--- config.mk ---
export PLATFORM = sky130hd
export DESIGN_NAME = echo_reply_header_rewrite_flat
export DESIGN_NICKNAME = d
export VERILOG_FILES = /design/src/ehr_pkg.sv /design/src/ehr_in_if.sv /design/src/ehr_out_if.sv /design/src/ehr_ram.sv /design/src/ehr_front.sv /design/src/ehr_queue.sv /design/src/ehr_back.sv /design/src/echo_reply_header_rewrite.sv /design/src/flat_wrapper.sv
export SDC_FILE = /design/constraint.sdc
export NUM_CORES = 1
export LEC_CHECK = 0
export ABC_AREA = 1
export BUFFER_PORTS_ARGS = -buffer_cell sky130_fd_sc_hd__buf_2
export CAP_MARGIN = 20
export CORE_UTILIZATION = 45
export CTS_CLUSTER_DIAMETER = 60
export DETAILED_ROUTE_END_ITERATION = 10
export PLACE_DENSITY = 0.71
export SYNTH_ARGS = -nofsm -noshare
export SYNTH_HDL_FRONTEND = slang
export SYNTH_SLANG_ARGS = --single-unit
--- constraint.sdc ---
create_clock -name clk -period 5.6 [get_ports clk]
set_input_delay 0.84 -clock clk [delete_from_list [all_inputs] [get_ports clk]]
set_output_delay 0.84 -clock clk [all_outputs]
set_load 0.02 [all_outputs]
--- src/ehr_pkg.sv ---
`timescale 1ns / 1ps
// shared constants, types and helper functions of the echo reply rewriter
package ehr_pkg;

  localparam int MAC_BYTES     = 6;
  localparam int ETH_HDR_BYTES = 2 * MAC_BYTES + 2;
  localparam int IP_HDR_BYTES  = 20;
  localparam int HOLD_BYTES    = ETH_HDR_BYTES + IP_HDR_BYTES + 1;
  localparam int CHECK_POS     = ETH_HDR_BYTES + 10;
  localparam int SRC_IP_POS    = ETH_HDR_BYTES + 12;
  localparam int DST_IP_POS    = ETH_HDR_BYTES + 16;
  localparam int TYPE_POS      = ETH_HDR_BYTES + IP_HDR_BYTES;
  localparam int POS_W         = $clog2(HOLD_BYTES + 1);
  localparam int HOLD_AW       = $clog2(HOLD_BYTES);
  localparam int SUM_W         = 20;
  localparam int QUEUE_DEPTH   = 4;

  typedef logic [POS_W-1:0] pos_t;

  typedef enum logic [1:0] {
    CMD_PASS,
    CMD_HDR,
    CMD_SHORT
  } cmd_kind_t;

  typedef struct packed {
    cmd_kind_t   kind;
    logic [7:0]  data;
    logic        last;
    pos_t        len;
    logic [15:0] check;
  } cmd_t;

  typedef enum logic [1:0] {
    BK_IDLE,
    BK_READ,
    BK_SEND
  } back_state_t;

  // hold address of the byte that goes out at position pos
  function automatic pos_t hold_addr(input pos_t pos, input logic rewrite);
    pos_t addr;
    addr = pos;
    if (rewrite) begin
      if (pos < POS_W'(MAC_BYTES)) begin
        addr = pos + POS_W'(MAC_BYTES);
      end else if (pos < POS_W'(2 * MAC_BYTES)) begin
        addr = pos - POS_W'(MAC_BYTES);
      end else if (pos >= POS_W'(SRC_IP_POS) && pos < POS_W'(SRC_IP_POS + 4)) begin
        addr = pos + POS_W'(4);
      end else if (pos >= POS_W'(DST_IP_POS) && pos < POS_W'(DST_IP_POS + 4)) begin
        addr = pos - POS_W'(4);
      end
    end
    return addr;
  endfunction

  function automatic logic [15:0] fold_checksum(input logic [SUM_W-1:0] sum);
    logic [16:0] t1;
    logic [15:0] t2;
    t1 = {1'b0, sum[15:0]} + 17'(sum[SUM_W-1:16]);
    t2 = t1[15:0] + 16'(t1[16]);
    return ~t2;
  endfunction

endpackage

--- src/ehr_in_if.sv ---
`timescale 1ns / 1ps
// input channel carrying frame bytes
interface ehr_in_if;
  logic       valid;
  logic       ready;
  logic [7:0] data_byte;
  logic       frame_end;

  modport source (output valid, output data_byte, output frame_end, input ready);
  modport sink (input valid, input data_byte, input frame_end, output ready);
endinterface

--- src/ehr_out_if.sv ---
`timescale 1ns / 1ps
// output channel carrying reply bytes
interface ehr_out_if;
  logic       valid;
  logic       ready;
  logic [7:0] out_byte;
  logic       out_last;

  modport source (output valid, output out_byte, output out_last, input ready);
  modport sink (input valid, input out_byte, input out_last, output ready);
endinterface

--- src/ehr_ram.sv ---
`timescale 1ns / 1ps
// generic single write port ram with registered read
module ehr_ram #(
  parameter int WIDTH = 8,
  parameter int DEPTH = 35
) (
  input  logic                     clk,
  input  logic                     wr_en,
  input  logic [$clog2(DEPTH)-1:0] wr_addr,
  input  logic [WIDTH-1:0]         wr_data,
  input  logic [$clog2(DEPTH)-1:0] rd_addr,
  output logic [WIDTH-1:0]         rd_data
);

  logic [WIDTH-1:0] mem [DEPTH];

  always_ff @(posedge clk) begin
    if (wr_en) begin
      mem[wr_addr] <= wr_data;
    end
    rd_data <= mem[rd_addr];
  end

endmodule

--- src/ehr_front.sv ---
`timescale 1ns / 1ps
// front end: takes frame bytes, holds the header, sums it and issues commands
module ehr_front (
  input  logic          clk,
  input  logic          rst,
  ehr_in_if.sink        rx,
  output logic          push,
  output ehr_pkg::cmd_t push_cmd,
  input  logic          q_full,
  input  logic          burst_done,
  output logic          wr_en,
  output ehr_pkg::pos_t wr_addr,
  output logic [7:0]    wr_data
);
  import ehr_pkg::*;

  pos_t             byte_position, byte_position_next;
  logic [SUM_W-1:0] header_sum, header_sum_next;
  logic             passing_through, passing_through_next;
  logic             burst_busy;
  logic             accept;
  logic             burst_push;
  pos_t             pos, pos_inc;
  logic             in_ip;

  assign rx.ready = passing_through ? !q_full : (!q_full && !burst_busy);
  assign accept   = rx.valid && rx.ready;

  assign pos     = (byte_position >= POS_W'(HOLD_BYTES)) ? '0 : byte_position;
  assign pos_inc = pos + POS_W'(1);
  assign in_ip   = pos >= POS_W'(ETH_HDR_BYTES) && pos < POS_W'(ETH_HDR_BYTES + IP_HDR_BYTES)
                   && pos != POS_W'(CHECK_POS) && pos != POS_W'(CHECK_POS + 1);

  assign wr_en   = accept && !passing_through;
  assign wr_addr = pos;
  assign wr_data = rx.data_byte;

  always_comb begin
    byte_position_next   = byte_position;
    header_sum_next      = header_sum;
    passing_through_next = passing_through;
    push                 = 1'b0;
    burst_push           = 1'b0;
    push_cmd.kind        = CMD_PASS;
    push_cmd.data        = rx.data_byte;
    push_cmd.last        = rx.frame_end;
    push_cmd.len         = pos_inc;
    push_cmd.check       = fold_checksum(header_sum);
    if (accept) begin
      if (passing_through) begin
        push = 1'b1;
        if (rx.frame_end) begin
          passing_through_next = 1'b0;
          byte_position_next   = '0;
          header_sum_next      = '0;
        end
      end else begin
        if (in_ip) begin
          // even offsets in the ip header are the high byte of a word
          if (!pos[0]) begin
            header_sum_next = header_sum + {4'b0, rx.data_byte, 8'b0};
          end else begin
            header_sum_next = header_sum + {12'b0, rx.data_byte};
          end
        end
        if (pos_inc == POS_W'(HOLD_BYTES)) begin
          push                 = 1'b1;
          burst_push           = 1'b1;
          push_cmd.kind        = CMD_HDR;
          byte_position_next   = '0;
          header_sum_next      = '0;
          passing_through_next = !rx.frame_end;
        end else if (rx.frame_end) begin
          push               = 1'b1;
          burst_push         = 1'b1;
          push_cmd.kind      = CMD_SHORT;
          push_cmd.last      = 1'b1;
          byte_position_next = '0;
          header_sum_next    = '0;
        end else begin
          byte_position_next = pos_inc;
        end
      end
    end
  end

  always_ff @(posedge clk) begin
    if (rst) begin
      byte_position   <= '0;
      header_sum      <= '0;
      passing_through <= 1'b0;
      burst_busy      <= 1'b0;
    end else begin
      byte_position   <= byte_position_next;
      header_sum      <= header_sum_next;
      passing_through <= passing_through_next;
      if (burst_push) begin
        burst_busy <= 1'b1;
      end else if (burst_done) begin
        burst_busy <= 1'b0;
      end
    end
  end

endmodule

--- src/ehr_queue.sv ---
`timescale 1ns / 1ps
// short command queue between front and back
module ehr_queue #(
  parameter int DEPTH = ehr_pkg::QUEUE_DEPTH
) (
  input  logic          clk,
  input  logic          rst,
  input  logic          push,
  input  ehr_pkg::cmd_t push_cmd,
  input  logic          pop,
  output ehr_pkg::cmd_t head,
  output logic          full,
  output logic          empty
);
  import ehr_pkg::*;

  localparam int PTR_W = (DEPTH > 1) ? $clog2(DEPTH) : 1;
  localparam int CNT_W = $clog2(DEPTH + 1);

  cmd_t             entries [DEPTH];
  logic [PTR_W-1:0] wr_ptr, rd_ptr;
  logic [CNT_W-1:0] count;
  logic             do_push, do_pop;

  assign full    = count == CNT_W'(DEPTH);
  assign empty   = count == '0;
  assign do_push = push && !full;
  assign do_pop  = pop && !empty;
  assign head    = entries[rd_ptr];

  always_ff @(posedge clk) begin
    if (do_push) begin
      entries[wr_ptr] <= push_cmd;
    end
  end

  always_ff @(posedge clk) begin
    if (rst) begin
      wr_ptr <= '0;
      rd_ptr <= '0;
      count  <= '0;
    end else begin
      if (do_push) begin
        wr_ptr <= (wr_ptr == PTR_W'(DEPTH - 1)) ? '0 : wr_ptr + PTR_W'(1);
      end
      if (do_pop) begin
        rd_ptr <= (rd_ptr == PTR_W'(DEPTH - 1)) ? '0 : rd_ptr + PTR_W'(1);
      end
      if (do_push && !do_pop) begin
        count <= count + CNT_W'(1);
      end else if (do_pop && !do_push) begin
        count <= count - CNT_W'(1);
      end
    end
  end

endmodule

--- src/ehr_back.sv ---
`timescale 1ns / 1ps
// back end: replays held headers (rewritten for full headers) and forwards pass bytes
module ehr_back (
  input  logic          clk,
  input  logic          rst,
  input  logic          q_empty,
  input  ehr_pkg::cmd_t q_head,
  output logic          q_pop,
  output ehr_pkg::pos_t rd_addr,
  input  logic [7:0]    rd_data,
  output logic          burst_done,
  ehr_out_if.source     tx
);
  import ehr_pkg::*;

  back_state_t state, state_next;
  cmd_t        cur;
  pos_t        idx;
  logic        out_valid;
  logic [7:0]  out_byte;
  logic        out_last;
  logic        out_free;
  logic        is_final;
  logic        load_out;
  logic [7:0]  load_byte;
  logic        load_last;
  logic        latch_cmd;
  logic        idx_inc;
  logic [7:0]  burst_byte;

  assign tx.valid    = out_valid;
  assign tx.out_byte = out_byte;
  assign tx.out_last = out_last;

  assign out_free = !out_valid || tx.ready;
  assign is_final = idx == cur.len - POS_W'(1);
  assign rd_addr  = hold_addr(idx, cur.kind == CMD_HDR);

  always_comb begin
    burst_byte = rd_data;
    if (cur.kind == CMD_HDR) begin
      if (idx == POS_W'(CHECK_POS)) begin
        burst_byte = cur.check[15:8];
      end else if (idx == POS_W'(CHECK_POS + 1)) begin
        burst_byte = cur.check[7:0];
      end else if (idx == POS_W'(TYPE_POS)) begin
        burst_byte = 8'h00;
      end
    end
  end

  always_comb begin
    state_next = state;
    unique case (state)
      BK_IDLE: begin
        if (!q_empty && q_head.kind != CMD_PASS) begin
          state_next = BK_READ;
        end
      end
      BK_READ: state_next = BK_SEND;
      BK_SEND: begin
        if (out_free) begin
          state_next = is_final ? BK_IDLE : BK_READ;
        end
      end
      default: state_next = BK_IDLE;
    endcase
  end

  always_comb begin
    q_pop      = 1'b0;
    load_out   = 1'b0;
    load_byte  = burst_byte;
    load_last  = 1'b0;
    latch_cmd  = 1'b0;
    idx_inc    = 1'b0;
    burst_done = 1'b0;
    unique case (state)
      BK_IDLE: begin
        if (!q_empty) begin
          if (q_head.kind == CMD_PASS) begin
            if (out_free) begin
              q_pop     = 1'b1;
              load_out  = 1'b1;
              load_byte = q_head.data;
              load_last = q_head.last;
            end
          end else begin
            q_pop     = 1'b1;
            latch_cmd = 1'b1;
          end
        end
      end
      BK_READ: begin
      end
      BK_SEND: begin
        if (out_free) begin
          load_out   = 1'b1;
          load_last  = is_final && cur.last;
          idx_inc    = !is_final;
          burst_done = is_final;
        end
      end
      default: begin
      end
    endcase
  end

  always_ff @(posedge clk) begin
    if (rst) begin
      state     <= BK_IDLE;
      out_valid <= 1'b0;
    end else begin
      state <= state_next;
      if (load_out) begin
        out_valid <= 1'b1;
      end else if (tx.ready) begin
        out_valid <= 1'b0;
      end
    end
  end

  always_ff @(posedge clk) begin
    if (load_out) begin
      out_byte <= load_byte;
      out_last <= load_last;
    end
    if (latch_cmd) begin
      cur <= q_head;
      idx <= '0;
    end else if (idx_inc) begin
      idx <= idx + POS_W'(1);
    end
  end

endmodule

--- src/echo_reply_header_rewrite.sv ---
`timescale 1ns / 1ps
// top level of the icmp echo reply header rewriter
// Frame bytes enter on rx one per item. The first 35 bytes (ethernet header, a
// fixed 20-byte ip header, the icmp type byte) are written into a hold ram and
// produce no output; once the type byte arrives the header is replayed on tx
// with macs and ips swapped, the icmp type cleared and the ip checksum redone.
// Each replayed byte passes the registered ram read and then the output register;
// a frame that ends early is replayed unchanged in the same way. Bytes after the
// header pass at one per cycle while tx is not stalled, through a command queue
// of QUEUE_DEPTH entries, which keeps filling while a burst drains; the first
// byte of the next frame waits until the previous burst has fully left the hold
// ram.
module echo_reply_header_rewrite #(
  parameter int QUEUE_DEPTH = ehr_pkg::QUEUE_DEPTH
) (
  input logic        clk,
  input logic        rst,
  ehr_in_if.sink     rx,
  ehr_out_if.source  tx
);
  import ehr_pkg::*;

  logic       push;
  cmd_t       push_cmd;
  logic       pop;
  cmd_t       head;
  logic       q_full;
  logic       q_empty;
  logic       burst_done;
  logic       wr_en;
  pos_t       wr_addr;
  logic [7:0] wr_data;
  pos_t       rd_addr;
  logic [7:0] rd_data;

  ehr_front u_front (
    .clk        (clk),
    .rst        (rst),
    .rx         (rx),
    .push       (push),
    .push_cmd   (push_cmd),
    .q_full     (q_full),
    .burst_done (burst_done),
    .wr_en      (wr_en),
    .wr_addr    (wr_addr),
    .wr_data    (wr_data)
  );

  ehr_queue #(
    .DEPTH (QUEUE_DEPTH)
  ) u_queue (
    .clk      (clk),
    .rst      (rst),
    .push     (push),
    .push_cmd (push_cmd),
    .pop      (pop),
    .head     (head),
    .full     (q_full),
    .empty    (q_empty)
  );

  ehr_ram #(
    .WIDTH (8),
    .DEPTH (HOLD_BYTES)
  ) u_hold (
    .clk     (clk),
    .wr_en   (wr_en),
    .wr_addr (wr_addr[HOLD_AW-1:0]),
    .wr_data (wr_data),
    .rd_addr (rd_addr[HOLD_AW-1:0]),
    .rd_data (rd_data)
  );

  ehr_back u_back (
    .clk        (clk),
    .rst        (rst),
    .q_empty    (q_empty),
    .q_head     (head),
    .q_pop      (pop),
    .rd_addr    (rd_addr),
    .rd_data    (rd_data),
    .burst_done (burst_done),
    .tx         (tx)
  );

endmodule

--- src/flat_wrapper.sv ---
// flat-port wrapper written by rule: the top's interface ports become plain ports
module echo_reply_header_rewrite_flat import ehr_pkg::*;
#(
  parameter int QUEUE_DEPTH = ehr_pkg::QUEUE_DEPTH
)
  (clk, rst, rx_valid, rx_data_byte, rx_frame_end, rx_ready, tx_valid, tx_out_byte, tx_out_last, tx_ready);
  ehr_in_if rx_i ();
  ehr_out_if tx_i ();
  input logic clk;
  input logic rst;
  input wire logic [$bits(rx_i.valid)-1:0] rx_valid;
  input wire logic [$bits(rx_i.data_byte)-1:0] rx_data_byte;
  input wire logic [$bits(rx_i.frame_end)-1:0] rx_frame_end;
  output wire logic [$bits(rx_i.ready)-1:0] rx_ready;
  output wire logic [$bits(tx_i.valid)-1:0] tx_valid;
  output wire logic [$bits(tx_i.out_byte)-1:0] tx_out_byte;
  output wire logic [$bits(tx_i.out_last)-1:0] tx_out_last;
  input wire logic [$bits(tx_i.ready)-1:0] tx_ready;
  assign rx_i.valid = rx_valid;
  assign rx_i.data_byte = rx_data_byte;
  assign rx_i.frame_end = rx_frame_end;
  assign rx_ready = rx_i.ready;
  assign tx_valid = tx_i.valid;
  assign tx_out_byte = tx_i.out_byte;
  assign tx_out_last = tx_i.out_last;
  assign tx_i.ready = tx_ready;
  echo_reply_header_rewrite #(.QUEUE_DEPTH(QUEUE_DEPTH)) u_core (.clk(clk), .rst(rst), .rx(rx_i), .tx(tx_i));
endmodule
==> flow_summary.toml <==
[clock_network]
cts_hold_buf = 0
clock_latency_ns = 0.57
clk_path_buf_depth = 3
ctsResizeCount = 0
cts_setup_buffers = 0
clk_pin_slew_ns = 0.06
root_buffer = "clkbuf_16"
numCtsBuffers = 48
numClockSinks = 500
htree_num_levels = 2
tritoncts = "yes"

[setup_path]
crit_cells = 20
critPathKind = "flop to flop"
start_kind = "flop"
ff2ff_path_depth = 20
path_delay_family = "simple AND/OR/NAND/NOR gates"
cp_max_fo = 19
crit_path_frequent_cell = "nand2_2"
critical_path.endpoint_type = "flop"
slowest_delay_ns = 0.45
crit_slowest_cell = "dfxtp_1"
crit_chain = "inv_2 -> nand3_1 -> nand2_1 -> nand2_2 -> inv_1 -> ha_1 -> nand3_1 -> xor2_1 -> nor3_1 -> nand2_2 -> nand2_2 -> nor2_8 -> inv_2 -> nand2_2 -> inv_1 -> ha_1 -> inv_1 -> fa_1 -> o21ai_0 -> a21oi_1"
cp.arrival_ns = 4.71
cp.required_ns = 6.04
worst-path-buf-inv = 5

[timing]
finalSetupTns_ns = 0
rsz0062_at_grt = "false"
worst_pin_slew_ns = 1.09
slew_violations = 0
maxSlewHeadroom_pct = 27.3
fin_crit_sh_pct = 76.4
max_freq_mhz = 234
hold_viol_final = 0
worst_slack_ns = 1.32
fin_skew_ns = 0.0182
period_needed_ns = 4.28
setup_viol = 0

[finish]
drive_above_1_share_pct = 9.78
final_core_util_pct = 50.2
design_area_sq_um = 25100
regArea_sq_um = 14500
multi_input_area_sq_um = 7160
num_antenna_cells = 0
nFillCells = 4342
area_growth_pct = 10.4
final_cell_mix = "edfxtp_1, nand2_1, inv_1, nor2_1, o21ai_0"
final_common_cell = "edfxtp_1"
fin_cells = 2809
nets = 2159

[placed_design]
gp_congestion = 0.903
placedCellCount = 2719
placed_cell_area_sq_um = 23500
io_buffers = 23
hpwlAfterDp_um = 33900
place_worst_setup_slack_ns = 1.37

[drt]
drtIter0Drc = 1356
wire_per_inst_um = 18.9
routed_via_density = 5.48
route.detailed.drc = 0
first_pass_iters = 6
num_vias = 15400
postRouteAntennaNets = 0
wl_um = 53100

[outcome]
outcome = "completed"

[synth]
synth_largest_area_cell = "edfxtp_1"
synth_top_cell_area_share_pct = 58.9
ys_seq_area_share_pct = 63.6
syn_nets = 2152
synth_cell_types = 53
synth_seq_cells = 500
ys_warn_count = 0
synth_area_leaders = "edfxtp_1, nand2_1, dfxtp_1, o21ai_0, nor2_1"
syn-instance-count = 2091
syn_area_sq_um = 22800
avgSynthCellArea_sq_um = 10.9

[floorplan]
dieHeight_um = 227
dieArea_sq_um = 51500
start_util_pct = 45.5
fp.dieW_um = 227
io_pins = 24
floorplan.rows = 82
core_area_sq_um = 50100

[global_route]
grt_busiest_layer = "met2"
grt_max_degree = 92
overflow = 0
grtUsageMet3_pct = 2.73
grt_use_met2_pct = 34.1
grt_usage_pct = 20.9
antenna_found_initial = 0
grt_pass1_vias = 15000
grt_pass1_wl_um = 82900
use_met1_pct = 28.3

[hold_path]
hold_depth = 2
min_path_type = "flop to flop"

[pwr]
powerDensity_nw_per_um2 = 467
ir_drop_mv = 0.258
p_leak_uw = 0.00902

[run]
maxCapViolations = 0
per-stage QoR:
stage / total power (uW) / hold WS [ns]
2_1_floorplan: 7330 / 0.441
3_3_place_gp: 8410 / 0.458
3_5_place_dp: 8500 / 0.473
4_1_cts: 11800 / 0.482
5_1_grt: 12300 / 0.497
6_report: 11700 / 0.474
layer usage:
layer / part of all wire [%] / wire, um
met1: 43 / 22900
met3: 6.5 / 3430
met4: 3.6 / 1900
met2: 47 / 24900
met5: 0 / 0
area by class of cell:
cell class	count	share of cell area, %
repair buffers	43	1.17
well taps	672	3.35
multi-input cells	1304	28.5
clock buffers	66	5.33
flip-flops and latches	500	57.6
inverters	201	3.01
clock inverters	23	1.03
where the power goes:
group	switching, uW	internal, uW
Sequential	240	4510
Clock	1360	1910
Combinational	2600	1120
Total	4200	7540
cell families after synthesis:
group / count (synthesis) / share of synthesized area [%]
and+or+nand+nor: 823 / 15.8
DFF: 500 / 63.6
AOI/OAI and AO/OA: 336 / 8.68
buffers and inverters: 287 / 5.08
xor gates and xnor gates: 49 / 1.92
muxes: 48 / 2.11
adders and majority gates: 48 / 2.77
registers in the layout, summed over array words and instances, names as in the netlist, 2 cells and up, named ones only:
register	cells
u_core.u_back.cur	25
u_core.u_back.idx	6
u_core.u_back.state	2
u_core.u_back.tx.out_byte	8
u_core.u_front.byte_position	6
u_core.u_front.header_sum	20
u_core.u_hold.mem	280
u_core.u_hold.rd_data	8
u_core.u_queue.count	3
u_core.u_queue.entries	132
u_core.u_queue.rd_ptr	2
u_core.u_queue.wr_ptr	2
Yosys cell counts, drive strengths merged:
cell type	n
a2111oi	1
a211oi	4
a21oi	59
a221oi	8
a22oi	2
a31oi	11
a32oi	2
buf	39
clkbuf	47
clkinv	3
dfxtp	54
edfxtp	446
fa	4
ha	44
inv	198
mux2i	48
nand2	398
nand3	141
nand3b	9
nand4	17
nor2	200
nor3	13
nor4	5
o211a	1
o211ai	35
o21ai	169
o21bai	2
o22ai	23
o311ai	2
o31ai	9
o32ai	8
or2	40
xnor2	9
xor2	40
worst min-delay path, delay by kind of cell (launching register included):
family	cells	cell delay (ns)
flops	1	0.31
simple gates	1	0.06
compound gates	1	0.06
path summary, 6_finish.rpt:
path                                                start                                     end  slack, ns
max          u_core.u_front.byte_position[3]$_SDFFE_PP0P_    u_core.u_queue.count[1]$_SDFFE_PP0P_       1.32
min                u_core.u_front.burst_busy$_SDFFE_PP0P_  u_core.u_front.burst_busy$_SDFFE_PP0P_       0.47
max reg2reg  u_core.u_front.byte_position[3]$_SDFFE_PP0P_    u_core.u_queue.count[1]$_SDFFE_PP0P_       1.32
min reg2reg        u_core.u_front.burst_busy$_SDFFE_PP0P_  u_core.u_front.burst_busy$_SDFFE_PP0P_       0.47
No activity file was read; power rests on OpenSTA's default activity.
